**src/design/rova_pkg.sv**
```systemverilog
`default_nettype none

package rova_pkg;

   localparam logic [1:0] FMT_RGB24 = 2'd0;
   localparam logic [1:0] FMT_RGB32 = 2'd1;
   localparam logic [1:0] FMT_YUY2  = 2'd2;
   localparam logic [1:0] FMT_YV12  = 2'd3;

   localparam logic OP_PIXEL  = 1'b0;
   localparam logic OP_CHROMA = 1'b1;

   // bt.601 coefficients
   localparam logic [15:0] Y_R = 16'd66;
   localparam logic [15:0] Y_G = 16'd129;
   localparam logic [15:0] Y_B = 16'd25;
   localparam logic [15:0] Y_RND = 16'd128;
   localparam logic [7:0]  Y_OFS = 8'd16;
   localparam logic [15:0] C_MAIN = 16'd112;
   localparam logic [15:0] V_G = 16'd94;
   localparam logic [15:0] V_B = 16'd18;
   localparam logic [15:0] U_R = 16'd38;
   localparam logic [15:0] U_G = 16'd74;
   localparam logic [15:0] C_OFS = 16'd32896;
   localparam logic [7:0]  FULL = 8'd255;

   typedef logic [7:0] chan_type;

   typedef struct packed {
      logic [31:0] pix;
      chan_type    y;
      chan_type    u;
      chan_type    v;
   } conv_type;

   typedef struct packed {
      logic [3:0][7:0] c;
      logic [3:0][7:0] bg;
      chan_type        alpha;
      logic [3:0]      en;
      logic            did;
   } merge_type;

   typedef struct packed {
      logic ld_prod;
      logic ld_out;
   } stage_ld_type;

   // exact x / 255 for any x up to 255 * 255
   function automatic chan_type div255(input logic [15:0] x);
      logic [16:0] x1;
      logic [16:0] q;
      x1 = {1'b0, x} + 17'd1;
      q = (x1 + (x1 >> 8)) >> 8;
      return q[7:0];
   endfunction

endpackage

`default_nettype wire

```
**src/design/rova_chan_if.sv**
```systemverilog
`default_nettype none

interface rova_req_if;
   logic        valid;
   logic        ready;
   logic        opcode;
   logic [31:0] ovl_top_left;
   logic [31:0] ovl_top_mid;
   logic [31:0] ovl_top_right;
   logic [31:0] ovl_bot_left;
   logic [31:0] ovl_bot_mid;
   logic [31:0] ovl_bot_right;
   logic        first_column;
   logic        last_column;
   logic [31:0] bg_pixel;

   modport source (
      output valid, opcode, ovl_top_left, ovl_top_mid, ovl_top_right,
             ovl_bot_left, ovl_bot_mid, ovl_bot_right, first_column,
             last_column, bg_pixel,
      input  ready
   );
   modport sink (
      input  valid, opcode, ovl_top_left, ovl_top_mid, ovl_top_right,
             ovl_bot_left, ovl_bot_mid, ovl_bot_right, first_column,
             last_column, bg_pixel,
      output ready
   );
endinterface

interface rova_rsp_if;
   logic        valid;
   logic        ready;
   logic [31:0] out_pixel;
   logic        blended;

   modport source (output valid, out_pixel, blended, input ready);
   modport sink (input valid, out_pixel, blended, output ready);
endinterface

`default_nettype wire

```
**src/design/rgba_overlay_alpha_blender.sv**
```systemverilog
`default_nettype none

// channel   direction   handshake          payload
// req_port  in          valid / ready      opcode, six overlay pixels, column flags, bg_pixel
// rsp_port  out         valid / ready      out_pixel, blended
// csr_*     in          csr_wr_en          csr_wr_data = color_format
//
// one item a cycle when nothing stalls; five register stages from req_port to rsp_port
// stages: input, colour conversion lanes, filter and merge, products, divide by 255
// each stage advances on its own, so bubbles close up behind a stalled result
// reset clears the stage valid bits and color_format (rgb24)

module rgba_overlay_alpha_blender (
   input  wire logic        clock,
   input  wire logic        reset,
   rova_req_if.sink         req_port,
   rova_rsp_if.source       rsp_port,
   input  wire logic        csr_wr_en,
   input  wire logic [1:0]  csr_wr_data
);

   logic [1:0]             color_format_ff;
   logic [4:0]             vld_ff;
   logic [4:0]             vld_in;
   logic [4:0]             ld;
   logic                   accept;
   logic                   op1_ff;
   logic [31:0]            pix1_ff [6];
   logic [31:0]            pix1_in [6];
   logic [31:0]            bg1_ff;
   logic                   op2_ff;
   logic [31:0]            bg2_ff;
   logic                   did4_ff;
   logic                   did5_ff;
   rova_pkg::conv_type     lane [6];
   rova_pkg::merge_type    merged;
   rova_pkg::stage_ld_type mix_ctl;
   logic [3:0][7:0]        res;

   always_comb begin
      ld[4] = vld_ff[3] && (!vld_ff[4] || rsp_port.ready);
      ld[3] = vld_ff[2] && (!vld_ff[3] || ld[4]);
      ld[2] = vld_ff[1] && (!vld_ff[2] || ld[3]);
      ld[1] = vld_ff[0] && (!vld_ff[1] || ld[2]);
      ld[0] = req_port.valid && req_port.ready;
      vld_in[4] = ld[4] || (vld_ff[4] && !rsp_port.ready);
      vld_in[3:0] = ld[3:0] | (vld_ff[3:0] & ~ld[4:1]);
   end

   assign req_port.ready = !vld_ff[0] || ld[1];
   assign accept = ld[0];

   always_ff @(posedge clock) begin
      if (reset) begin
         vld_ff <= '0;
         color_format_ff <= rova_pkg::FMT_RGB24;
      end else begin
         vld_ff <= vld_in;
         if (csr_wr_en) begin
            color_format_ff <= csr_wr_data;
         end
      end
   end

   // edge replication of the neighbour columns
   always_comb begin
      pix1_in[0] = req_port.first_column ? req_port.ovl_top_mid : req_port.ovl_top_left;
      pix1_in[1] = req_port.ovl_top_mid;
      pix1_in[2] = req_port.last_column ? req_port.ovl_top_mid : req_port.ovl_top_right;
      pix1_in[3] = req_port.first_column ? req_port.ovl_bot_mid : req_port.ovl_bot_left;
      pix1_in[4] = req_port.ovl_bot_mid;
      pix1_in[5] = req_port.last_column ? req_port.ovl_bot_mid : req_port.ovl_bot_right;
   end

   always_ff @(posedge clock) begin
      if (accept) begin
         op1_ff <= req_port.opcode;
         bg1_ff <= req_port.bg_pixel;
         pix1_ff <= pix1_in;
      end
      if (ld[1]) begin
         op2_ff <= op1_ff;
         bg2_ff <= bg1_ff;
      end
      if (ld[3]) begin
         did4_ff <= merged.did;
      end
      if (ld[4]) begin
         did5_ff <= did4_ff;
      end
   end

   for (genvar k = 0; k < 6; k++) begin : g_conv
      rova_conv u_conv (
         .clock (clock),
         .load  (ld[1]),
         .pixel (pix1_ff[k]),
         .lane  (lane[k])
      );
   end

   rova_merge u_merge (
      .clock        (clock),
      .load         (ld[2]),
      .opcode       (op2_ff),
      .color_format (color_format_ff),
      .bg_pixel     (bg2_ff),
      .lane         (lane),
      .merged       (merged)
   );

   assign mix_ctl.ld_prod = ld[3];
   assign mix_ctl.ld_out = ld[4];

   for (genvar k = 0; k < 4; k++) begin : g_mix
      rova_mix u_mix (
         .clock (clock),
         .ctl   (mix_ctl),
         .c     (merged.c[k]),
         .s     (merged.bg[k]),
         .alpha (merged.alpha),
         .en    (merged.en[k]),
         .res   (res[k])
      );
   end

   assign rsp_port.valid = vld_ff[4];
   assign rsp_port.out_pixel = res;
   assign rsp_port.blended = did5_ff;

endmodule

`default_nettype wire

```
**src/design/rova_conv.sv**
```systemverilog
`default_nettype none

module rova_conv (
   input  wire logic              clock,
   input  wire logic              load,
   input  wire logic [31:0]       pixel,
   output rova_pkg::conv_type     lane
);

   logic [7:0]         r;
   logic [7:0]         g;
   logic [7:0]         b;
   logic [15:0]        y_sum;
   logic [15:0]        u_sum;
   logic [15:0]        v_sum;
   rova_pkg::conv_type lane_in;
   rova_pkg::conv_type lane_ff;

   assign r = pixel[7:0];
   assign g = pixel[15:8];
   assign b = pixel[23:16];

   always_comb begin
      y_sum = rova_pkg::Y_R * 16'(r) + rova_pkg::Y_G * 16'(g)
            + rova_pkg::Y_B * 16'(b) + rova_pkg::Y_RND;
      // both stay within 16 bits for any input
      v_sum = rova_pkg::C_MAIN * 16'(r) + rova_pkg::C_OFS
            - rova_pkg::V_G * 16'(g) - rova_pkg::V_B * 16'(b);
      u_sum = rova_pkg::C_MAIN * 16'(b) + rova_pkg::C_OFS
            - rova_pkg::U_R * 16'(r) - rova_pkg::U_G * 16'(g);
      lane_in.pix = pixel;
      lane_in.y = y_sum[15:8] + rova_pkg::Y_OFS;
      lane_in.u = u_sum[15:8];
      lane_in.v = v_sum[15:8];
   end

   always_ff @(posedge clock) begin
      if (load) begin
         lane_ff <= lane_in;
      end
   end

   assign lane = lane_ff;

endmodule

`default_nettype wire

```
**src/design/rova_merge.sv**
```systemverilog
`default_nettype none

module rova_merge (
   input  wire logic               clock,
   input  wire logic               load,
   input  wire logic               opcode,
   input  wire logic [1:0]         color_format,
   input  wire logic [31:0]        bg_pixel,
   input  wire rova_pkg::conv_type lane [6],
   output rova_pkg::merge_type     merged
);

   logic                 yuv;
   logic                 two;
   logic                 any_top;
   logic                 any_bot;
   logic [7:0]           u_top;
   logic [7:0]           v_top;
   logic [7:0]           a_top;
   logic [7:0]           u_bot;
   logic [7:0]           v_bot;
   logic [7:0]           a_bot;
   logic [7:0]           u_f;
   logic [7:0]           v_f;
   logic [7:0]           a_f;
   rova_pkg::merge_type  merged_in;
   rova_pkg::merge_type  merged_ff;

   function automatic logic [7:0] tap3(input logic [7:0] l, input logic [7:0] m,
                                       input logic [7:0] r);
      logic [9:0] s;
      s = {2'b00, l} + {1'b0, m, 1'b0} + {2'b00, r};
      return s[9:2];
   endfunction

   function automatic logic [7:0] avg2(input logic [7:0] x, input logic [7:0] y);
      logic [8:0] s;
      s = {1'b0, x} + {1'b0, y};
      return s[8:1];
   endfunction

   // lanes: 0..2 top row left to right, 3..5 bottom row
   always_comb begin
      yuv = color_format inside {rova_pkg::FMT_YUY2, rova_pkg::FMT_YV12};
      two = color_format == rova_pkg::FMT_YV12;
      any_top = |{lane[0].pix[31:24], lane[1].pix[31:24], lane[2].pix[31:24]};
      any_bot = |{lane[3].pix[31:24], lane[4].pix[31:24], lane[5].pix[31:24]};
      u_top = tap3(lane[0].u, lane[1].u, lane[2].u);
      v_top = tap3(lane[0].v, lane[1].v, lane[2].v);
      a_top = tap3(lane[0].pix[31:24], lane[1].pix[31:24], lane[2].pix[31:24]);
      u_bot = tap3(lane[3].u, lane[4].u, lane[5].u);
      v_bot = tap3(lane[3].v, lane[4].v, lane[5].v);
      a_bot = tap3(lane[3].pix[31:24], lane[4].pix[31:24], lane[5].pix[31:24]);
      u_f = two ? avg2(u_top, u_bot) : u_top;
      v_f = two ? avg2(v_top, v_bot) : v_top;
      a_f = two ? avg2(a_top, a_bot) : a_top;

      merged_in.bg = bg_pixel;
      merged_in.c = '0;
      merged_in.alpha = '0;
      merged_in.en = '0;
      merged_in.did = 1'b0;
      case (opcode)
         rova_pkg::OP_PIXEL: begin
            merged_in.alpha = lane[1].pix[31:24];
            merged_in.did = lane[1].pix[31:24] != 8'd0;
            if (yuv) begin
               merged_in.c[0] = lane[1].y;
               merged_in.en = {3'b000, merged_in.did};
            end else begin
               merged_in.c[0] = lane[1].pix[23:16];
               merged_in.c[1] = lane[1].pix[15:8];
               merged_in.c[2] = lane[1].pix[7:0];
               merged_in.c[3] = lane[1].pix[31:24];
               merged_in.en = merged_in.did ?
                  {color_format == rova_pkg::FMT_RGB32, 3'b111} : 4'b0000;
            end
         end
         rova_pkg::OP_CHROMA: begin
            if (yuv && (any_top || (two && any_bot))) begin
               merged_in.did = 1'b1;
               merged_in.alpha = a_f;
               merged_in.c[0] = u_f;
               merged_in.c[1] = v_f;
               merged_in.en = 4'b0011;
            end
         end
         default: begin
            merged_in.did = 1'b0;
         end
      endcase
   end

   always_ff @(posedge clock) begin
      if (load) begin
         merged_ff <= merged_in;
      end
   end

   assign merged = merged_ff;

endmodule

`default_nettype wire

```
**src/design/rova_mix.sv**
```systemverilog
`default_nettype none

module rova_mix (
   input  wire logic                  clock,
   input  wire rova_pkg::stage_ld_type ctl,
   input  wire logic [7:0]            c,
   input  wire logic [7:0]            s,
   input  wire logic [7:0]            alpha,
   input  wire logic                  en,
   output logic [7:0]                 res
);

   logic [15:0] prod_in;
   logic [15:0] prod_ff;
   logic [7:0]  s_ff;
   logic        en_ff;
   logic [7:0]  res_in;
   logic [7:0]  res_ff;

   assign prod_in = 16'(c) * 16'(alpha) + 16'(s) * 16'(rova_pkg::FULL - alpha);
   assign res_in = en_ff ? rova_pkg::div255(prod_ff) : s_ff;

   always_ff @(posedge clock) begin
      if (ctl.ld_prod) begin
         prod_ff <= prod_in;
         s_ff <= s;
         en_ff <= en;
      end
      if (ctl.ld_out) begin
         res_ff <= res_in;
      end
   end

   assign res = res_ff;

endmodule

`default_nettype wire

```
**src/flat_wrapper.sv**
```systemverilog
// flat-port wrapper written by rule: the top's interface ports become plain ports
module rgba_overlay_alpha_blender_flat 
  (clock, reset, csr_wr_en, csr_wr_data, req_port_valid, req_port_opcode, req_port_ovl_top_left, req_port_ovl_top_mid, req_port_ovl_top_right, req_port_ovl_bot_left, req_port_ovl_bot_mid, req_port_ovl_bot_right, req_port_first_column, req_port_last_column, req_port_bg_pixel, req_port_ready, rsp_port_valid, rsp_port_out_pixel, rsp_port_blended, rsp_port_ready);
  rova_req_if req_port_i ();
  rova_rsp_if rsp_port_i ();
  input  wire logic clock;
  input  wire logic reset;
  input  wire logic csr_wr_en;
  input  wire logic [1:0] csr_wr_data;
  input wire logic [$bits(req_port_i.valid)-1:0] req_port_valid;
  input wire logic [$bits(req_port_i.opcode)-1:0] req_port_opcode;
  input wire logic [$bits(req_port_i.ovl_top_left)-1:0] req_port_ovl_top_left;
  input wire logic [$bits(req_port_i.ovl_top_mid)-1:0] req_port_ovl_top_mid;
  input wire logic [$bits(req_port_i.ovl_top_right)-1:0] req_port_ovl_top_right;
  input wire logic [$bits(req_port_i.ovl_bot_left)-1:0] req_port_ovl_bot_left;
  input wire logic [$bits(req_port_i.ovl_bot_mid)-1:0] req_port_ovl_bot_mid;
  input wire logic [$bits(req_port_i.ovl_bot_right)-1:0] req_port_ovl_bot_right;
  input wire logic [$bits(req_port_i.first_column)-1:0] req_port_first_column;
  input wire logic [$bits(req_port_i.last_column)-1:0] req_port_last_column;
  input wire logic [$bits(req_port_i.bg_pixel)-1:0] req_port_bg_pixel;
  output wire logic [$bits(req_port_i.ready)-1:0] req_port_ready;
  output wire logic [$bits(rsp_port_i.valid)-1:0] rsp_port_valid;
  output wire logic [$bits(rsp_port_i.out_pixel)-1:0] rsp_port_out_pixel;
  output wire logic [$bits(rsp_port_i.blended)-1:0] rsp_port_blended;
  input wire logic [$bits(rsp_port_i.ready)-1:0] rsp_port_ready;
  assign req_port_i.valid = req_port_valid;
  assign req_port_i.opcode = req_port_opcode;
  assign req_port_i.ovl_top_left = req_port_ovl_top_left;
  assign req_port_i.ovl_top_mid = req_port_ovl_top_mid;
  assign req_port_i.ovl_top_right = req_port_ovl_top_right;
  assign req_port_i.ovl_bot_left = req_port_ovl_bot_left;
  assign req_port_i.ovl_bot_mid = req_port_ovl_bot_mid;
  assign req_port_i.ovl_bot_right = req_port_ovl_bot_right;
  assign req_port_i.first_column = req_port_first_column;
  assign req_port_i.last_column = req_port_last_column;
  assign req_port_i.bg_pixel = req_port_bg_pixel;
  assign req_port_ready = req_port_i.ready;
  assign rsp_port_valid = rsp_port_i.valid;
  assign rsp_port_out_pixel = rsp_port_i.out_pixel;
  assign rsp_port_blended = rsp_port_i.blended;
  assign rsp_port_i.ready = rsp_port_ready;
  rgba_overlay_alpha_blender u_core (.clock(clock), .reset(reset), .req_port(req_port_i), .rsp_port(rsp_port_i), .csr_wr_en(csr_wr_en), .csr_wr_data(csr_wr_data));
endmodule
```
**config.mk**
```make
export PLATFORM = sky130hd
export DESIGN_NAME = rgba_overlay_alpha_blender_flat
export DESIGN_NICKNAME = d
export VERILOG_FILES = /design/src/design/rova_pkg.sv /design/src/design/rova_chan_if.sv /design/src/design/rgba_overlay_alpha_blender.sv /design/src/design/rova_conv.sv /design/src/design/rova_merge.sv /design/src/design/rova_mix.sv /design/src/flat_wrapper.sv
export SDC_FILE = /design/constraint.sdc
export NUM_CORES = 2
export LEC_CHECK = 0
export BUFFER_PORTS_ARGS = -buffer_cell sky130_fd_sc_hd__buf_4
export CORE_MARGIN = 2
export CORE_UTILIZATION = 26
export CTS_CLUSTER_DIAMETER = 120
export DETAILED_ROUTE_END_ITERATION = 7
export PLACE_DENSITY = 0.41
export SETUP_SLACK_MARGIN = 0.05
export SLEW_MARGIN = 20
export SYNTH_ARGS = -nofsm -noshare
export SYNTH_HDL_FRONTEND = slang
export SYNTH_SLANG_ARGS = --single-unit
```
**constraint.sdc**
```tcl
create_clock -name clock -period 26 [get_ports clock]
set_input_delay 7.8 -clock clock [delete_from_list [all_inputs] [get_ports clock]]
set_output_delay 7.8 -clock clock [all_outputs]
set_load 0.01 [all_outputs]
```
# --- After elaboration in Yosys (flattened, before gate mapping) ---
# Cells that the tools add are included.
# Widths: inputs -> output; s select.
word_totals:
  inputBits: 234
  ff_bits: 772
op_classes:
  n_eq_ne: 3
  reduce_logical: 26
  n_addsub: 68
  n_bitwise: 4
  n_mul: 47
  mux: 19
ops:
  columns: ["op", "n"]
  rows:
  - ["$add 15x16->16 const B", 12]
  - ["$sub 16x15->16", 12]
  - ["$mul 6x8->14 const A", 13]
  - ["$mul 3x8->11 const A", 12]
  - ["$mux 32", 4]
  - ["$sub 16x13->16", 6]
  - ["$sub 16x14->16", 6]
  - ["$mul 5x8->13 const A", 7]
  - ["$mul 4x8->12 const A", 6]
  - ["$mux 8", 9]
  - ["$add 16x1->17 const B", 4]
  - ["$add 16x16->16", 4]
  - ["$add 16x9->16", 4]
  - ["$mul 8x8->16", 4]
  - ["$add 10x8->10", 6]
  - ["$add 8x9->10", 6]
  - ["$mul 8x16->16", 3]
  - ["$reduce_or 24->1", 2]
  - ["$pmux 16 s2", 1]
  - ["$add 8x8->9", 3]
  - ["$pmux 13 s2", 1]
  - ["$add 15x16->16", 1]
  - ["$add 16x13->16", 1]
  - ["$add 16x8->16 const B", 1]
  - ["19 further kinds", 39]

# --- Depth between registers and ports, before layout ---
logic_depth:
  ltp_word: 12
  ltp_mapped: 26
  ltp_nobuf: 26

# --- Modules after synthesis ---
# From an unflattened synthesis, not the netlist that was laid out.
unflattened:
  hier_cells: 8644
  hier_area_um2: 94269.2
by_module_without_submodules:
  columns: ["mod", "seq_area_each_um2", "area_each_um2", "cells_per_inst", "n_inst"]
  rows:
  - ["rova_conv", 1681.6, 8743.4, 837, 6]
  - ["rova_mix (u_core.g_mix[1].u_mix ...)", 991.0, 6184.7, 642, 2]
  - ["rgba_overlay_alpha_blender", 7947.6, 10259.8, 435, 1]
  - ["rova_merge", 2282.2, 6744.0, 626, 1]
  - ["rova_mix (u_core.g_mix[0].u_mix)", 991.0, 6279.8, 639, 1]
  - ["rova_mix (u_core.g_mix[3].u_mix)", 991.0, 6155.9, 638, 1]

# --- Worst setup path before layout ---
# OpenSTA, ideal clock, no wires.
synth_timing:
  path_type: "input to register"
  from: "input rsp_port_ready"
  to: "register u_core.bg2_ff[0], enable pin"
  arrival_time_ns: 23.239
  setup_slack_ns: 1.664
  setup_time_ns: 1.098
  stages: 4
  cell_sequence: "nor2b_1 and3_1 clkbuf_1 a21boi_0"
synth_between:
  elab_chain_cells: 8
synth_rtl:
  columns: ["element", "line_no", "source"]
  rows:
  - ["start: declaration", "flat_wrapper.sv:25", "input wire logic [$bits(rsp_port_i.ready)-1:0] rsp_port_ready;"]
  - ["$logic_or 1x1->1", "rgba_overlay_alpha_blender.sv:41", "ld[4] = vld_ff[3] && (!vld_ff[4] || rsp_port.ready);"]
  - ["$logic_and 1x1->1", "rgba_overlay_alpha_blender.sv:41", null]
  - ["$logic_or 1x1->1", "rgba_overlay_alpha_blender.sv:42", "ld[3] = vld_ff[2] && (!vld_ff[3] || ld[4]);"]
  - ["$logic_and 1x1->1", "rgba_overlay_alpha_blender.sv:42", null]
  - ["$logic_or 1x1->1", "rgba_overlay_alpha_blender.sv:43", "ld[2] = vld_ff[1] && (!vld_ff[2] || ld[3]);"]
  - ["$logic_and 1x1->1", "rgba_overlay_alpha_blender.sv:43", null]
  - ["$logic_or 1x1->1", "rgba_overlay_alpha_blender.sv:44", "ld[1] = vld_ff[0] && (!vld_ff[1] || ld[2]);"]
  - ["$logic_and 1x1->1", "rgba_overlay_alpha_blender.sv:44", null]
  - ["net u_core.g_conv[0].u_conv.load", "rova_conv.sv:5", "input wire logic load,"]
  - ["end signal: assignment", "rgba_overlay_alpha_blender.sv:83", "bg2_ff <= bg1_ff;"]
  - ["end: declaration", "rgba_overlay_alpha_blender.sv:32", "logic [31:0] bg2_ff;"]
# The timed path passes the listed nets, and every way through them passes these cells.
# A chain may end at the register's enable or synchronous reset.

# --- Worst setup path in the final report ---
layout_timing:
  from: "input rsp_port_ready"
  to: "output req_port_ready"
layout_between:
  elab_chain_cells: 9
layout_rtl:
  columns: ["element", "line_no", "source"]
  rows:
  - ["$logic_or 1x1->1", "rgba_overlay_alpha_blender.sv:41", null]
  - ["$logic_and 1x1->1", "rgba_overlay_alpha_blender.sv:41", null]
  - ["$logic_or 1x1->1", "rgba_overlay_alpha_blender.sv:42", null]
  - ["$logic_and 1x1->1", "rgba_overlay_alpha_blender.sv:42", null]
  - ["$logic_or 1x1->1", "rgba_overlay_alpha_blender.sv:43", null]
  - ["$logic_and 1x1->1", "rgba_overlay_alpha_blender.sv:43", null]
  - ["$logic_or 1x1->1", "rgba_overlay_alpha_blender.sv:44", null]
  - ["$logic_and 1x1->1", "rgba_overlay_alpha_blender.sv:44", null]
  - ["$logic_or 1x1->1", "rgba_overlay_alpha_blender.sv:50", "assign req_port.ready = !vld_ff[0] || ld[1];"]
  - ["end: declaration", "flat_wrapper.sv:21", "output wire logic [$bits(req_port_i.ready)-1:0] req_port_ready;"]
# Every way passes these cells.

==> summary.txt <==
STATUS
-----------------------------------------------------------------------------------------------------------------
Outcome ............................................................................................ complete, no violations

STA
-----------------------------------------------------------------------------------------------------------------
Setup repair after global routing missed its margin ................................................        false
Setup TNS ..........................................................................................         0 ns
Minimum clock period after layout ..................................................................     16.96 ns
Max-slew violation total from the final report .....................................................            0
Period utilisation layout ..........................................................................       0.6525
Transition time at the pin with the least slew margin ..............................................     1.098 ns
Count of endpoints failing hold in the final timing report .........................................            0
Worst-case headroom to the max-slew limit ..........................................................       0.2588
Timing-limited maximum frequency ...................................................................    58.95 MHz
Largest clock skew in the final design .............................................................   0.04601 ns
# setup viols final ................................................................................            0

LOGIC SYNTHESIS
-----------------------------------------------------------------------------------------------------------------
Synthesized area per cell ..........................................................................    10.65 µm²
Number of enable-type register cells in the synthesized netlist ....................................          643
Proportion of synthesized area in mux cells ........................................................      0.02479
Share of the yosys chip area belonging to registers ................................................       0.2492
FF+latch count, synth ..............................................................................          650
Synthesized-area fraction occupied by xor and xnor cells ...........................................      0.05557
Fraction of registers with async set/reset .........................................................            0
Area of the mapped netlist .........................................................................  0.07804 mm²
Main combinational cell family by area after synthesis .............................................  adder cells
Post-Synth Simple-Gate Area ........................................................................      0.08947
Count of yosys warnings during synthesis ...........................................................            0
Cell variety after synth ...........................................................................           81
Most used DFF post-synth ...........................................................................     edfxtp_1
Arithmetic-cell share of the synthesized area counting full adders, half adders and majority gates .       0.4288
Cell count after synthesis .........................................................................         7326
Compound-Gate Fraction of Synth Area ...............................................................      0.07399

CLOCK TREE
-----------------------------------------------------------------------------------------------------------------
Register clock-pin slew on the reported worst setup and hold paths .................................      0.06 ns
Hold Buf Count CTS .................................................................................            0
Total clock buffers created by CTS .................................................................           97
Clock sink count ...................................................................................          650
Buffers inserted by post-CTS timing repair .........................................................            0
Number of H-tree branching levels ..................................................................            3
Clock tree from TritonCTS ..........................................................................        built
Root Buffer Master .................................................................................    clkbuf_16
Maximum buffer depth of the clock tree .............................................................            4
Number of resized instances in the post-cts repair step ............................................            0
Clk_lat worst skew .................................................................................      0.83 ns

FINAL LAYOUT
-----------------------------------------------------------------------------------------------------------------
Signed area change from the synthesized netlist to the final layout ................................       13.03%
Share of final-layout standard cells stronger than drive strength 1 ................................      0.08637
Net count of the finished layout ...................................................................        10060

CRITICAL PATH
-----------------------------------------------------------------------------------------------------------------
Dominant cell type by count on the critical path ...................................................        buf_4
Stage delay of the slowest cell on the critical path ...............................................      0.48 ns
Master of the slowest instance on the critical path ................................................       and3_1
Critical path arrival ..............................................................................      9.16 ns
Largest delay contributor family on the critical path .............................................. simple AND/OR/NAND/NOR gates
Crit path required time ............................................................................     18.20 ns
Kind of end point of the critical path ............................................................. primary output
Cell breakdown of the critical path ................................................................ buf_4 -> nor2b_1 -> and3_1 -> nand3_1 -> buf_4
Crit path buffers/inverters ........................................................................            2
Setup Crit Path Kind ...............................................................................       in2out
Worst Path Max Fanout ..............................................................................            6
Setup crit start kind .............................................................................. primary input

FLOORPLAN
-----------------------------------------------------------------------------------------------------------------
Starting density of the core .......................................................................       0.2608
Number of placement rows ...........................................................................          201
Boundary pin count .................................................................................          269
Die Y-Extent .......................................................................................     551.9 µm
Total Die Area .....................................................................................   0.3046 mm²
Die span in x ......................................................................................     551.9 µm
Core footprint .....................................................................................   0.2993 mm²

GLOBAL ROUTE
-----------------------------------------------------------------------------------------------------------------
Total congestion overflow after global routing .....................................................            0
Number of global-route vias before repair ..........................................................        55020
Overall routing resource usage .....................................................................       0.1420
Antenna violations before repair ...................................................................           21
Wire length of the first global-routing pass .......................................................     328.6 mm
Pin count of the biggest net entering global routing ...............................................           72

DETAILED ROUTING
-----------------------------------------------------------------------------------------------------------------
Count of routing violations after the opening detailed-route iteration .............................         2030
DRC errors left ....................................................................................            0
Total Routed Length ................................................................................     213.2 mm
Vias per std cell ..................................................................................        4.366
Pre-antenna DRT Iters ..............................................................................            7
Vias post-DR .......................................................................................        51030
Remaining number of nets flagged by the antenna check after routing ................................            0
Post-detailed-route wirelength per cell ............................................................     18.25 µm

FLOW RUN
-----------------------------------------------------------------------------------------------------------------
Maximum Capacitance Violations .....................................................................            0

PLACEMENT
-----------------------------------------------------------------------------------------------------------------
I/O Buffers ........................................................................................          268
Post-DP HPWL .......................................................................................     175.1 mm
Final weighted congestion in routability-driven placement ..........................................       0.8113

WORST HOLD PATH
-----------------------------------------------------------------------------------------------------------------
Worst min-delay path category ......................................................................      reg2reg

[cell usage in the layout, fill, tap and decap left out, types with 10 or more instances in the layout]
master         n
a211o_1       14
a211oi_1      21
a21boi_0      22
a21o_1        97
a21oi_1      311
a31o_2        12
a31oi_1       15
and2_1       171
and3_1        49
and3b_1       12
buf_4        316
clkbuf_16     99
clkinv_2      11
clkinv_4      13
clkinvlp_4    14
edfxtp_1     643
fa_1         826
ha_1        1353
inv_1       1528
inv_6         12
mux2_2       150
mux2i_1       23
nand2_1      244
nand2b_1     108
nand3_1       81
nand4_1       18
nor2_1       216
nor2b_1      216
nor3_1        96
nor4_1        35
o2111ai_1     16
o211ai_1      10
o21a_1        42
o21ai_0      109
o21bai_1     130
o22ai_1       16
or2_2         10
or3_1         24
xnor2_1      374
xor2_1       118
[cell usage after synthesis (all sizes together), types with 17 or more instances]
cell     number  area share
inv        1528       0.073
ha         1353        0.22
fa          826        0.21
edfxtp      643        0.25
xnor2       375       0.042
a21oi       313       0.020
nand2       244       0.012
nor2b       218       0.017
nor2        216       0.010
and2        172       0.014
mux2        151       0.022
o21bai      130       0.013
xor2        118       0.013
o21ai       109      0.0070
nand2b      108      0.0087
a21o         97      0.0093
nor3         96      0.0062
clkbuf       89      0.0043
nand3        82      0.0053
and3         49      0.0039
o21a         42      0.0040
nor4         37      0.0030
or3          25      0.0021
a21boi       24      0.0023
mux2i        23      0.0029
a211oi       21      0.0020
nand4        19      0.0016
o2111ai      17      0.0020
[registers in the layout (all words and copies together) (netlist names), 2 cells and up]
name,count
u_core.pix1_ff,192
u_core.g_conv.u_conv.lane,176
u_core.u_merge.merged,76
u_core.g_mix.u_mix.prod_ff,64
u_core.bg1_ff,32
u_core.bg2_ff,32
u_core.g_mix.u_mix.res,32
u_core.g_mix.u_mix.s_ff,32
u_core.vld_ff,5
u_core.g_mix.u_mix.en_ff,4
u_core.color_format_ff,2
[logic make-up after synthesis]
group           Yosys count
fa+ha+maj              2179
other cells               1
buf+inv                1624
compound gates          888
mux                     174
flops                   650
xor+xnor                493
simple gates           1317
[metal layers]
metal	GRT usage	up-vias	share of wire
met1	0.1866	25330	0.46
met3	0.01754	181	0.033
met2	0.2489	577	0.49
met4	0.02897	0	0.021
li1	-	24940	-
met5	0	-	0
[through the flow]
| stage | utilization | std cells | setup WS, ns | area [µm²] | hold slack, ns |
|---|---|---|---|---|---|
| CTS | 0.2947 | 11680 | 9.020 | 88200 | 0.3799 |
| floorplan | - | 7329 | 1.664 | 78050 | 0.4003 |
| detailed placement | 0.2844 | 11510 | 9.029 | 85100 | 0.4056 |
| global route | 0.2947 | 11680 | 8.912 | 88200 | 0.4059 |
| finish | 0.2947 | 11690 | 9.036 | 88210 | 0.3806 |
| global placement | 0.2844 | 11510 | 8.961 | 85100 | 0.4027 |
[final cells by class]
cell class                      instances  area (µm²)
Clock inverter                         65       573.1
Timing Repair Buffer                  316        2372
Tap cell                             3958        4952
Sequential cell                       650       19450
Multi-Input combinational cell       5055       52590
Fill cell                           31100      211100
Inverter                             1528        5736
Antenna cell                            5       12.51
Clock buffer                          109        2525
[path summary, 6_finish.rpt]
| check | start | slack [ns] | end | cells past startpoint |
|---|---|---|---|---|
| hold / removal | u_core.bg2_ff[21] | 0.38 | u_core.u_merge.merged[34] | 0 |
| hold reg to reg | u_core.bg2_ff[21] | 0.38 | u_core.u_merge.merged[34] | 0 |
| setup / recovery | rsp_port_ready | 9.04 | req_port_ready | 5 |
| setup reg to reg | u_core.u_merge.merged[10] | 18.98 | u_core.g_mix[3].u_mix.prod_ff[15] | 19 |
Power is not shown: default switching activity piles up to over one toggle a cycle in this logic, so the estimate is an artifact.
